===== config.mk =====
export PLATFORM = sky130hd
export DESIGN_NAME = text_to_u64_parser
export DESIGN_NICKNAME = d
export VERILOG_FILES = /design/src/design/t2u_pkg.sv /design/src/design/t2u_digit.sv /design/src/design/text_to_u64_parser.sv
export SDC_FILE = /design/constraint.sdc
export NUM_CORES = 1
export LEC_CHECK = 0
export BUFFER_PORTS_ARGS = -buffer_cell sky130_fd_sc_hd__buf_2
export CORE_MARGIN = 2
export CORE_UTILIZATION = 63
export CTS_CLUSTER_SIZE = 16
export DETAILED_ROUTE_END_ITERATION = 10
export PLACE_DENSITY_LB_ADDON = 0.08
export SLEW_MARGIN = 10
export SYNTH_ARGS = -nofsm -noshare
export SYNTH_HDL_FRONTEND = slang
export SYNTH_HIERARCHICAL = 1
export SYNTH_SLANG_ARGS = --single-unit
export TNS_END_PERCENT = 5

===== constraint.sdc =====
create_clock -name clk -period 9.55 [get_ports clk]
set_input_delay 0.4775 -clock clk [delete_from_list [all_inputs] [get_ports clk]]
set_output_delay 0.4775 -clock clk [all_outputs]
set_load 0.01 [all_outputs]

===== src/design/t2u_pkg.sv =====
// t2u_pkg: shared types, character codes and helpers for the text to u64 parser
// no dependencies; used by t2u_digit and text_to_u64_parser
package t2u_pkg;

	localparam int CharW = 32;

	localparam logic [CharW-1:0] ChZero = 32'h30;
	localparam logic [CharW-1:0] ChNine = 32'h39;
	localparam logic [CharW-1:0] ChLowA = 32'h61;
	localparam logic [CharW-1:0] ChLowF = 32'h66;
	localparam logic [CharW-1:0] ChUpA  = 32'h41;
	localparam logic [CharW-1:0] ChUpF  = 32'h46;
	localparam logic [CharW-1:0] ChLowX = 32'h78;
	localparam logic [CharW-1:0] ChUpX  = 32'h58;
	localparam logic [CharW-1:0] ChTab  = 32'h09;
	localparam logic [CharW-1:0] ChCr   = 32'h0D;
	localparam logic [CharW-1:0] ChSp   = 32'h20;

	typedef enum logic [1:0] {
		ST_OK        = 2'd0,
		ST_EMPTY     = 2'd1,
		ST_INVALID   = 2'd2,
		ST_TOO_LARGE = 2'd3
	} status_t;

	typedef struct packed {
		logic is_digit;
		logic overflow;
	} digit_flags_t;

	function automatic logic is_space(input logic [CharW-1:0] c);
		return ((c >= ChTab) && (c <= ChCr)) || (c == ChSp);
	endfunction

endpackage


===== src/design/t2u_digit.sv =====
// t2u_digit: decodes one digit character and forms acc * base + digit
// depends on t2u_pkg for character codes and the flag struct
module t2u_digit (
	input  logic [t2u_pkg::CharW-1:0] c,
	input  logic                      hex,
	input  logic [63:0]               acc,
	output logic [63:0]               acc_next,
	output t2u_pkg::digit_flags_t     flags
);

	logic [3:0]  d;
	logic        is_dig;
	logic [67:0] prod;
	logic [67:0] sum;

	always_comb begin
		d      = 4'd0;
		is_dig = 1'b1;
		if ((c >= t2u_pkg::ChZero) && (c <= t2u_pkg::ChNine)) begin
			d = 4'(c - t2u_pkg::ChZero);
		end else if (hex && (c >= t2u_pkg::ChLowA) && (c <= t2u_pkg::ChLowF)) begin
			d = 4'(c - t2u_pkg::ChLowA) + 4'd10;
		end else if (hex && (c >= t2u_pkg::ChUpA) && (c <= t2u_pkg::ChUpF)) begin
			d = 4'(c - t2u_pkg::ChUpA) + 4'd10;
		end else begin
			is_dig = 1'b0;
		end
	end

	// times 16 is a shift, times 10 is 8x + 2x
	assign prod = hex ? {acc, 4'b0000} : ({1'b0, acc, 3'b000} + {3'b000, acc, 1'b0});
	assign sum  = prod + {64'd0, d};

	assign flags    = '{is_digit: is_dig, overflow: |sum[67:64]};
	assign acc_next = sum[63:0];

endmodule


===== src/design/text_to_u64_parser.sv =====
// text_to_u64_parser: streaming decimal / hex text to unsigned 64-bit parser
// depends on t2u_pkg and t2u_digit
// timing: an item is registered in the input stage and processed from there;
// the result of the last item of a string is registered in the output stage
// throughput: one item per cycle; a last item waits while an unread result is held
// reset: arst_n clears the input valid flag, the output stage and the parse state
module text_to_u64_parser #(
	parameter int CHAR_BITS = 16
) (
	input  logic                 clk,
	input  logic                 arst_n,
	input  logic                 in_valid,
	output logic                 in_ready,
	input  logic [CHAR_BITS-1:0] ch,
	input  logic                 has_char,
	input  logic                 is_last,
	output logic                 out_valid,
	input  logic                 out_ready,
	output logic [63:0]          value,
	output logic [1:0]           status
);

	typedef enum logic [2:0] {
		PH_LEAD   = 3'd0,
		PH_ZERO   = 3'd1,
		PH_ZEROX  = 3'd2,
		PH_DIGITS = 3'd3,
		PH_TRAIL  = 3'd4
	} phase_t;

	logic                 valid_s1;
	logic [CHAR_BITS-1:0] ch_s1;
	logic                 has_char_s1;
	logic                 is_last_s1;

	phase_t               phase_q, phase_d;
	logic [63:0]          acc_q, acc_d;
	logic                 hex_q, hex_d;
	t2u_pkg::status_t     err_q, err_d;

	logic                 out_valid_q;
	logic [63:0]          value_q;
	t2u_pkg::status_t     status_q;

	logic                      advance;
	logic [t2u_pkg::CharW-1:0] c;
	logic                      hex_eff;
	logic [63:0]               dig_acc;
	t2u_pkg::digit_flags_t     dig_flags;
	logic                      sp;
	t2u_pkg::status_t          res_status;
	logic [63:0]               res_value;

	assign advance  = valid_s1 && (!is_last_s1 || !out_valid_q || out_ready);
	assign in_ready = !valid_s1 || advance;

	// input stage
	always_ff @(posedge clk or negedge arst_n) begin
		if (!arst_n) begin
			valid_s1 <= 1'b0;
		end else if (in_ready) begin
			valid_s1 <= in_valid;
		end
	end

	always_ff @(posedge clk) begin
		if (in_valid && in_ready) begin
			ch_s1       <= ch;
			has_char_s1 <= has_char;
			is_last_s1  <= is_last;
		end
	end

	assign c       = t2u_pkg::CharW'(ch_s1);
	assign sp      = t2u_pkg::is_space(c);
	assign hex_eff = (phase_q == PH_ZEROX) ? 1'b1 : hex_q;

	t2u_digit u_digit (
		.c        (c),
		.hex      (hex_eff),
		.acc      (acc_q),
		.acc_next (dig_acc),
		.flags    (dig_flags)
	);

	always_comb begin
		logic take;
		take    = 1'b0;
		phase_d = phase_q;
		acc_d   = acc_q;
		hex_d   = hex_q;
		err_d   = err_q;
		if (has_char_s1 && (err_q == t2u_pkg::ST_OK)) begin
			unique case (phase_q)
				PH_LEAD: begin
					if (c == t2u_pkg::ChZero) begin
						phase_d = PH_ZERO;
						acc_d   = 64'd0;
					end else if (!sp) begin
						phase_d = PH_DIGITS;
						take    = 1'b1;
					end
				end
				PH_ZERO: begin
					if ((c == t2u_pkg::ChLowX) || (c == t2u_pkg::ChUpX)) begin
						phase_d = PH_ZEROX;
					end else if (sp) begin
						phase_d = PH_TRAIL;
					end else begin
						phase_d = PH_DIGITS;
						take    = 1'b1;
					end
				end
				PH_ZEROX: begin
					if (sp) begin
						err_d = t2u_pkg::ST_INVALID;
					end else begin
						hex_d   = 1'b1;
						phase_d = PH_DIGITS;
						take    = 1'b1;
					end
				end
				PH_TRAIL: begin
					if (!sp) begin
						err_d = t2u_pkg::ST_INVALID;
					end
				end
				default: begin
					if (sp) begin
						phase_d = PH_TRAIL;
					end else begin
						take = 1'b1;
					end
				end
			endcase
			if (take) begin
				if (!dig_flags.is_digit) begin
					err_d = t2u_pkg::ST_INVALID;
				end else if (dig_flags.overflow) begin
					err_d = t2u_pkg::ST_TOO_LARGE;
				end else begin
					acc_d = dig_acc;
				end
			end
		end
		res_value = 64'd0;
		if (err_d != t2u_pkg::ST_OK) begin
			res_status = err_d;
		end else if (phase_d == PH_LEAD) begin
			res_status = t2u_pkg::ST_EMPTY;
		end else if (phase_d == PH_ZEROX) begin
			res_status = t2u_pkg::ST_INVALID;
		end else begin
			res_status = t2u_pkg::ST_OK;
			res_value  = acc_d;
		end
	end

	// parse state and result register
	always_ff @(posedge clk or negedge arst_n) begin
		if (!arst_n) begin
			phase_q     <= PH_LEAD;
			acc_q       <= 64'd0;
			hex_q       <= 1'b0;
			err_q       <= t2u_pkg::ST_OK;
			out_valid_q <= 1'b0;
			value_q     <= 64'd0;
			status_q    <= t2u_pkg::ST_OK;
		end else begin
			if (out_ready && !(advance && is_last_s1)) begin
				out_valid_q <= 1'b0;
			end
			if (advance) begin
				if (is_last_s1) begin
					phase_q     <= PH_LEAD;
					acc_q       <= 64'd0;
					hex_q       <= 1'b0;
					err_q       <= t2u_pkg::ST_OK;
					out_valid_q <= 1'b1;
					value_q     <= res_value;
					status_q    <= res_status;
				end else begin
					phase_q <= phase_d;
					acc_q   <= acc_d;
					hex_q   <= hex_d;
					err_q   <= err_d;
				end
			end
		end
	end

	assign out_valid = out_valid_q;
	assign value     = value_q;
	assign status    = status_q;

	a_end_resets: assert property (@(posedge clk) disable iff (!arst_n)
		advance && is_last_s1 |=> (phase_q == PH_LEAD) && (err_q == t2u_pkg::ST_OK) && !hex_q)
		else $error("parse state not cleared after last item");

	a_value_zero: assert property (@(posedge clk) disable iff (!arst_n)
		out_valid_q && (status_q != t2u_pkg::ST_OK) |-> (value_q == 64'd0))
		else $error("value nonzero with error status");

	a_hex_phase: assert property (@(posedge clk) disable iff (!arst_n)
		hex_q |-> (phase_q == PH_DIGITS) || (phase_q == PH_TRAIL))
		else $error("hex mode outside digits or trailing phase");

	a_stage_hold: assert property (@(posedge clk) disable iff (!arst_n)
		valid_s1 && !advance |=> valid_s1 && $stable(ch_s1) && $stable(is_last_s1))
		else $error("stalled input stage lost its item");

endmodule

== After elaboration in Yosys (flattened, before gate mapping) ==
Index checks and enable logic that the tools add are counted.
W data, S select, Z words.

* Eq/ne operators: 9
* Multiplexer cells: 49
* Reductions and logical operators: 29
* Div/mod/pow operators: 0
* Shifts and indexed selects: 0
* Magnitude comparators: 8
* $mul: 0
* Add/subtract/negate cells: 7
* Bitwise gates (word level): 0

{| class="wikitable"
|+ Operators by type and width
! operator !! number
|-
| $mux W64 || 10
|-
| $add A67 B65 Y68 || 1
|-
| $add A68 B4 Y68 || 1
|-
| $mux W68 || 1
|-
| $eq A16 B6 Y1 const B || 2
|-
| $eq A16 B7 Y1 const B || 2
|-
| $ge A16 B7 Y1 const B || 2
|-
| $le A16 B7 Y1 const B || 2
|-
| $mux W3 || 7
|-
| $mux W2 || 10
|-
| $ge A16 B4 Y1 const B || 1
|-
| $ge A16 B6 Y1 const B || 1
|-
| $le A16 B4 Y1 const B || 1
|-
| $le A16 B6 Y1 const B || 1
|-
| $mux W1 || 15
|-
| $mux W4 || 3
|-
| $pmux W3 S4 || 1
|-
| $sub A4 B1 Y4 const B || 3
|-
| $logic_and A1 B1 Y1 || 11
|-
| $add A4 B4 Y4 const B || 2
|-
| $eq A3 B2 Y1 const B || 2
|-
| $logic_not A3 Y1 || 2
|-
| $reduce_bool A2 Y1 || 3
|-
| $logic_or A1 B1 Y1 || 5
|-
| other kinds (10) || 13
|}

* Memory bits (read-only): 0
* Input bits: 22
* Register bits: 156
* Word-level logic and storage cells: 113
* Memories: 0
* Bits in writable memories: 0
* Latch bits: 0

== Logic depth before layout (Yosys ltp) ==
Gate-level depths: netlist of run 1.

* Word-level depth: 16
* Gate-level depth with buffers: 36
* Mapped depth without buffers: 26

== Cells and area by module ==
The synthesis of run 1 kept the hierarchy.

{| class="wikitable"
|+ By module, submodules not included
! module !! times used !! area an instance (um2) !! cells an instance
|-
| t2u_digit || 1 || 7607.3 || 1190
|-
| text_to_u64_parser || 1 || 6782.8 || 608
|}

== Worst setup path before layout of run 1 ==
No wires, ideal clock.

* Path type: register to register
* Start: register phase_q[2]
* End: register acc_q[24]
* Period minus slack after synthesis: 7.125 ns
* Data arrival time: 7.004 ns
* Setup time: 0.121 ns
* Path slack: 2.425 ns
* Cell stages (with the launch flop): 36
* Path through: dfrtp_1 -> nor2_1 -> and2_1 -> or2_2 -> clkbuf_1 -> clkbuf_1 -> clkbuf_1 -> clkbuf_1 -> clkbuf_1 -> clkbuf_1 -> clkbuf_1 -> nand2_1 -> nor3_1 -> nand4_1 -> o21ai_0 -> nand2_1 -> o21ai_0 -> ha_1 -> a21o_1 -> a21oi_1 -> nor3_1 -> nand3_1 -> nor3_1 -> nand4_1 -> nor3_4 -> nand3_2 -> mux2_1 -> o21ba_1 -> nor2b_1 -> nand2_1 -> nor4b_2 -> buf_2 -> buf_2 -> buf_2 -> o21ai_1 -> a22o_1

{| class="wikitable"
|+ RTL lines
! element !! RTL line !! text
|-
| from (decl) || text_to_u64_parser.sv:36 || <nowiki>phase_t phase_q, phase_d;</nowiki>
|-
| from (signal assigned) || text_to_u64_parser.sv:183 || <nowiki>phase_q <= phase_d;</nowiki>
|-
| to (signal assigned) || text_to_u64_parser.sv:163 || <nowiki>acc_q <= 64'd0;</nowiki>
|-
| to (signal assigned) || text_to_u64_parser.sv:176 || <nowiki>acc_q <= 64'd0;</nowiki>
|-
| to (signal assigned) || text_to_u64_parser.sv:184 || <nowiki>acc_q <= acc_d;</nowiki>
|-
| to (decl) || text_to_u64_parser.sv:37 || <nowiki>logic [63:0] acc_q, acc_d;</nowiki>
|}

==> results of run 1 <==
## critical path, delay by kind of cell, from the launching register on
family | cells | cell delay (ns)
AND/OR/NAND/NOR | 12 | 3.52
buffers and inverters | 3 | 1.76
AO/OA/AOI/OAI | 5 | 1.10
flip-flops | 1 | 0.47
## power groups by stage
stage	clock (W)	sequential (W)	combinational, W
after floorplan	0	0.000706	0.000177
after global placement	0	0.000707	0.000244
after detailed placement	0	0.000708	0.000246
after CTS	0.000665	0.000695	0.000248
after global routing	0.000696	0.000697	0.000273
final	0.000663	0.000696	0.000258
## final timing paths
kind / end / depth (start not counted) / slack (ns) / start
worst min register to register: value[9] / 1 / 0.50 / value[9]
worst min-delay path: value[4] / 1 / 0.03 / arst_n
max in group asynchronous: acc_q[45] / 2 / 8.14 / arst_n
worst max register to register: acc_q[30] / 20 / 2.43 / phase_q[2]
min in group clk: has_char_s1 / 1 / 0.22 / has_char
worst max-delay path: acc_q[30] / 20 / 2.43 / phase_q[2]
## state kept, by name, indices dropped and copies added (netlist names)
| name | count |
|---|---|
| err_q | 2 |
| is_last_s1 | 1 |
| valid_s1 | 1 |
| phase_q | 3 |
| has_char_s1 | 1 |
| ch_s1 | 16 |
| status | 2 |
| out_valid | 1 |
| value | 64 |
| acc_q | 64 |
| hex_q | 1 |
## stage by stage
step	std cells	util, %	hold slack (ns)	total power, W	cell area [µm²]
after floorplan	1813	-	0.1819	0.0008832	14450
after global placement	2092	65.84	0.4805	0.0009509	14820
after detailed placement	2092	65.84	0.4863	0.0009535	14820
after CTS	2123	68.38	0.08055	0.001608	15390
after global routing	2123	68.38	0.08777	0.001666	15390
final	2123	68.38	0.03150	0.001617	15390
## routing by layer
metal | wire [µm] | up-vias | global-route usage, %
li1 | - | 6773 | -
met1 | 21120 | 6991 | 60.66
met2 | 18570 | 879 | 51.66
met3 | 6271 | 54 | 9.805
met4 | 681 | 0 | 8.333
met5 | 0 | - | 0
## cell usage after synthesis, types with 27 or more instances
master	number	area, µm²
nand2_1	293	1100
nor2_1	149	559.3
dfrtp_1	138	3453
o21ai_0	134	670.6
a22o_1	131	1147
a21oi_1	100	500.5
ha_1	68	850.8
clkbuf_1	66	247.7
nand4_1	50	312.8
o21ai_1	39	195.2
nand3_1	38	190.2
xnor2_1	38	332.8
xor2_1	37	324.1
nor3_1	33	165.2
a21o_1	29	217.7
inv_1	27	101.4
## kinds of logic after synthesis
group,synth area share (%)
AND/OR/NAND/NOR,24.67
AO/OA/AOI/OAI,30.72
flip-flops,27.75
buffers and inverters,4.582
XOR/XNOR,4.565
adder cells (fa/ha/maj),6.191
multiplexers,1.495
other,0.02606
## layout make-up
type                       count  area [µm²]  area share (%)
multi-input combinational   1525        9826           63.85
sequential                   156        3994           25.95
timing repair buffer          99       539.3           3.504
clock buffer                  18       439.2           2.854
tap                          285       356.6           2.317
clock inverter                13       132.6          0.8619
inverter                      27       101.3          0.6586
## cell usage in the layout (no fill, tap or decap), types with 18 or more instances in the layout
cell type  Yosys  final
edfxtp_1      18     18
nand4_1       50     50
inv_1         27     27
nand2_1      293    291
nor3_1        33     33
xor2_1        37     37
xnor2_1       38     38
nand3_1       38     38
o21ai_1       39     39
nor4_1        18     18
dfrtp_1      138    138
a22o_1       131    131
nor2_1       149    148
ha_1          68     68
o21ai_0      134    134
a21oi_1      100    100
a21o_1        29     29
buf_2         23     88
==> impl_metrics.toml, run 1 <==
[route]
drc_errors = 0
detail-route-antenna-nets = 0
drt_iter0_markers = 1994
avgViaCountPerCell = 6.923
first_pass_iters = 6
avgRoutedWirePerCell_um = 21.97
vias = 14700
wirelength_mm = 46.64

[grt]
antenna_found_initial = 0
first_global_vias = 13180
grt_usage_pct = 38.23
grt_max_degree = 129
overflow = 0
grt_pass1_wl_mm = 72.62

[timing]
clock_skew_ns = 0.01929
period_share_pct = 74.54
slew_violations = 0
worst_slew_pin_slew_ns = 1.048
hold_viol = 0
setup_tns_ns = 0
slew_headroom_pct = 30.06
fin_ws_ns = 2.432
max_freq_ghz = 0.1405
setup_viol = 0
min_period_ns = 7.118
rsz0062_at_grt = "no"

[synthesis]
ys_types = 107
yosys_warnings = 6
async_flop_share_pct = 88.46
ys_seq_elements = 156
synth_edf_count = 18
ys.flop_type = "dfrtp_1"
syn_inst = 1798
seq_area_frac_synth_pct = 27.75
synth.avg_cell_area_um2 = 8.003
netlist_area_mm2 = 0.01439

[floorplan]
core_area_mm2 = 0.02250
die_h_um = 155.1
rows = 55
top_level_ports = 90
start_util_pct = 63.95
fp.dieW_um = 155.1
dieArea_mm2 = 0.02407

[power_and_ir_drop]
swShare_pct = 30.48
p_int_w = 0.001124
pwr-share-seq_pct = 43.0
power.density_mw_per_mm2 = 105.1
p_sw_w = 0.0004928
power_frac_clock_pct = 41.0
combPwrFrac_pct = 15.9
p_leak_nw = 6.463
ir_drop_mv = 0.1390

[final_layout]
area_delta_synth_final_pct = 6.938
layout.nets = 1918
drive_gt1_share_pct = 10.72
diodes = 0
fill_cells = 1874

[clocking]
root_buffer = "clkbuf_16"
numCtsBuffers = 17
cts_tree = "done"
cts_post_setup_buffers_inserted = 0
cts_resized = 0
cts_sinks = 156
insertion_delay_ns = 0.43
cts_hold_buf = 0
clockBufferDepth = 2
clkSlewWorstSetupHoldPaths_ns = 0.07
cts.htree.levels = 4

[critical_path]
critPathArrivalTime_ns = 7.42
crit_chain = "nor2_1 > and2_1 > or2_4 > inv_1 > buf_4 > o22ai_1 > o21ba_2 > nand3_2 > or4_4 > or3_1 > nor3_1 > nand2_1 > nor4_1 > o21ba_1 > nor2b_1 > nand2_1 > nor4b_4 > buf_12 > o21ai_0 > a22o_1"
crit_path_frequent_cell = "nand2_1"
cp_slowest_cell = "inv_1"
critPathLaunchType = "flop"
slowest_delay_ns = 0.83
required_ns = 9.85
critPathMaxFanout = 128
crit_type = "reg2reg"
cp-end-kind = "flop"

[place]
port_buffers = 89
gp_congestion = 0.9714
dp_hpwl_mm = 34.50
place_ws_ns = 2.677

[hold_path]
min_path_type = "in2async"

[status]
outcome = "complete, no violations"

[job]
cap_violations = 0
No activity file was read; power rests on OpenSTA's default activity.
==> run 2: changes to the inputs <==
--- a/config.mk
+++ b/config.mk
@@ -5,9 +5,10 @@
 export SDC_FILE = /design/constraint.sdc
 export NUM_CORES = 1
 export LEC_CHECK = 0
+export ABC_AREA = 1
 export BUFFER_PORTS_ARGS = -buffer_cell sky130_fd_sc_hd__buf_2
 export CORE_MARGIN = 2
-export CORE_UTILIZATION = 63
+export CORE_UTILIZATION = 64
 export CTS_CLUSTER_SIZE = 16
 export DETAILED_ROUTE_END_ITERATION = 10
 export PLACE_DENSITY_LB_ADDON = 0.08
==> constraint.sdc (replaced) <==
create_clock -name clk -period 7.2 [get_ports clk]
set_input_delay 0.36 -clock clk [delete_from_list [all_inputs] [get_ports clk]]
set_output_delay 0.36 -clock clk [all_outputs]
set_load 0.01 [all_outputs]
==> run 2 against run 1 <==
Compared with the run above:
- clock power up 36%
- total power is 80% higher
- setup slack got worse by 2.0 ns
==> impl_metrics.toml, run 2 <==
[status]
outcome = "complete, no violations"

[synthesis]
synth_common_cells = "1080 x nand2_1, 517 x inv_1, 310 x nand3_1, 216 x nor2_1, 138 x dfrtp_1"
ys_seq_elements = 156
synth_area_leaders = "nand2_1 23%, dfrtp_1 20%, inv_1 11%, nand3_1 8.9%, ha_1 4.9%"
yosys.area_share.adder_pct = 5.087
yosys_warnings = 6
synth_compound_area_share_pct = 8.281
ys.flop_type = "dfrtp_1"
synthSimpleGateAreaFrac_pct = 46.57
synth_edf_count = 18
synth_top_family_by_area = "simple AND/OR/NAND/NOR gates"
synth_xor_area_share_pct = 3.051
seq_area_frac_synth_pct = 22.81
ys_types = 54
yosysMostFrequentCell = "nand2_1"
synth_top_area_share_pct = 23.15
netlist_area_mm2 = 0.01751
syn_inst = 2993
synth.avg_cell_area_um2 = 5.851
synth.area.mux_share_pct = 0
yosysTopAreaCell = "nand2_1"
async_flop_share_pct = 88.46

[timing]
hold_viol = 0
max_freq_ghz = 0.1484
setup_tns_ns = 0
slew_violations = 0
rsz0062_at_grt = "no"
clock_skew_ns = 0.01150
period_share_pct = 93.56
slew_headroom_pct = 18.06
holdWs_ns = 0.09150
min_period_ns = 6.737
setup_viol = 0
worst_slew_pin_slew_ns = 1.225

[clocking]
cts_sinks = 156
insertion_delay_ns = 0.44
root_buffer = "clkbuf_16"
cts_tree = "done"
cts_resized = 0
cts.htree.levels = 4
clockBufferDepth = 2
clkSlewWorstSetupHoldPaths_ns = 0.08
numCtsBuffers = 17

[route]
drc_errors = 0
detail-route-antenna-nets = 0
first_pass_iters = 7
vias = 19910
avgRoutedWirePerCell_um = 18.24
drt_iter0_markers = 2607
wirelength_mm = 62.19
avgViaCountPerCell = 5.839

[critical_path]
crit_path_frequent_cell = "nand2_1"
critPathLaunchType = "flop"
cp-end-kind = "flop"
crit_type = "reg2reg"
required_ns = 7.46
cp_slowest_cell = "nand3_2"
critPathMaxFanout = 48
slowest_delay_ns = 0.82
critPathArrivalTime_ns = 6.99

[final_layout]
area_delta_synth_final_pct = 7.123
drive_gt1_share_pct = 13.14
diodes = 0
layout_commonest_cell = "nand2_1"
layout.nets = 3147
layout_common_cells = "1078 x nand2_1, 517 x inv_1, 310 x nand3_1, 215 x nor2_1, 138 x dfrtp_1"

[power_and_ir_drop]
p_leak_nw = 10.19
power_w = 0.002914
ir_drop_mv = 0.2003
power.density_mw_per_mm2 = 155.3

[place]
dp_hpwl_mm = 48.29
gp_congestion = 1.008
port_buffers = 89

[grt]
overflow = 0
grt_max_degree = 119
grt_pass1_wl_mm = 96.46
grt_usage_pct = 43.11
antenna_found_initial = 0
first_global_vias = 18180

[floorplan]
rows = 60
die_h_um = 169.4
start_util_pct = 65.16
fp.dieW_um = 169.4
dieArea_mm2 = 0.02870
top_level_ports = 90
core_area_mm2 = 0.02688

[hold_path]
min_path_type = "in2reg"

[job]
cap_violations = 0
## run 2: changes by cell type after synthesis, moves of 46 or more
cell | before | now
nand2_1 | 293 | 1080
inv_1 | 27 | 517
nand3_1 | 38 | 310
a22o_1 | 131 | 0
nor2_1 | 149 | 216
o21ai_2 | 2 | 62
o21ai_0 | 134 | 85
clkbuf_1 | 66 | 20
## run 2: logic make-up (layout without fill, tap and decap cells)
logic type | count (synthesis) | after routing
compound gates | 232 | 232
xor+xnor | 61 | 61
fa+ha+maj | 70 | 70
buf+inv | 632 | 691
flops | 156 | 156
other cells | 1 | 17
simple gates | 1841 | 1841
## run 2: cell type report
cell class / instances / area, µm²
well taps: 341 / 426.7
clock buffers: 18 / 429.2
repair buffers: 99 / 541.8
clock inverters: 14 / 148.9
inverters: 560 / 2103
multi-input cells: 2221 / 11120
flip-flops and latches: 156 / 3994
fillers: 2416 / 8117
## run 2: repair_timing
item / CTS / global route
hold buffers: 1 / 0
setup buffers: 0 / 0
hold endpoints to repair: 70 / 0
## run 2: worst paths after layout
path                             from     endpoint  depth (start not counted)  slack [ns]
hold / removal               has_char  has_char_s1                          1        0.09
setup / recovery           phase_q[2]    acc_q[49]                         36        0.46
max in group asynchronous      arst_n    value[53]                          3        5.31
hold reg to reg             value[17]    value[17]                          2        0.48
setup reg to reg           phase_q[2]    acc_q[49]                         36        0.46
min in group asynchronous      arst_n    value[10]                          2        0.50
## run 2: power breakdown
part / leakage, nW / switching [W] / total (W) / internal (W)
sequential: 2.09 / 0.0000186 / 0.000929 / 0.000911
clock: 0.282 / 0.000436 / 0.000899 / 0.000463
combinational: 7.82 / 0.000798 / 0.00109 / 0.000287
total: 10.2 / 0.00125 / 0.00291 / 0.00166
## run 2: per-layer routing
layer  track usage (%)  up-vias  part of all wire (%)
li1                  -     9307                     -
met1             60.04     9051                    40
met2             67.22     1356                    43
met3             7.323      191                    13
met4             16.50        0                   4.2
met5                 0        -                     0
## run 2: per-stage QoR
step / util [%] / setup WS, ns / instance area (µm²) / cells
finish: 69.80 / 0.4634 / 18760 / 3409
global route: 69.80 / 0.1401 / 18760 / 3409
CTS: 69.80 / 0.7106 / 18760 / 3409
detailed placement: 67.61 / 0.7697 / 18170 / 3376
global placement: 67.61 / 1.074 / 18170 / 3376
floorplan: - / 2.225 / 17570 / 3009
## run 2: worst max-delay path: cells and delay by family, from the launching register on
kind	cells	cell delay (ns)
simple gates	25	4.07
buf+inv	4	0.81
flops	1	0.42
compound gates	5	0.77
fa+ha+maj	2	0.45
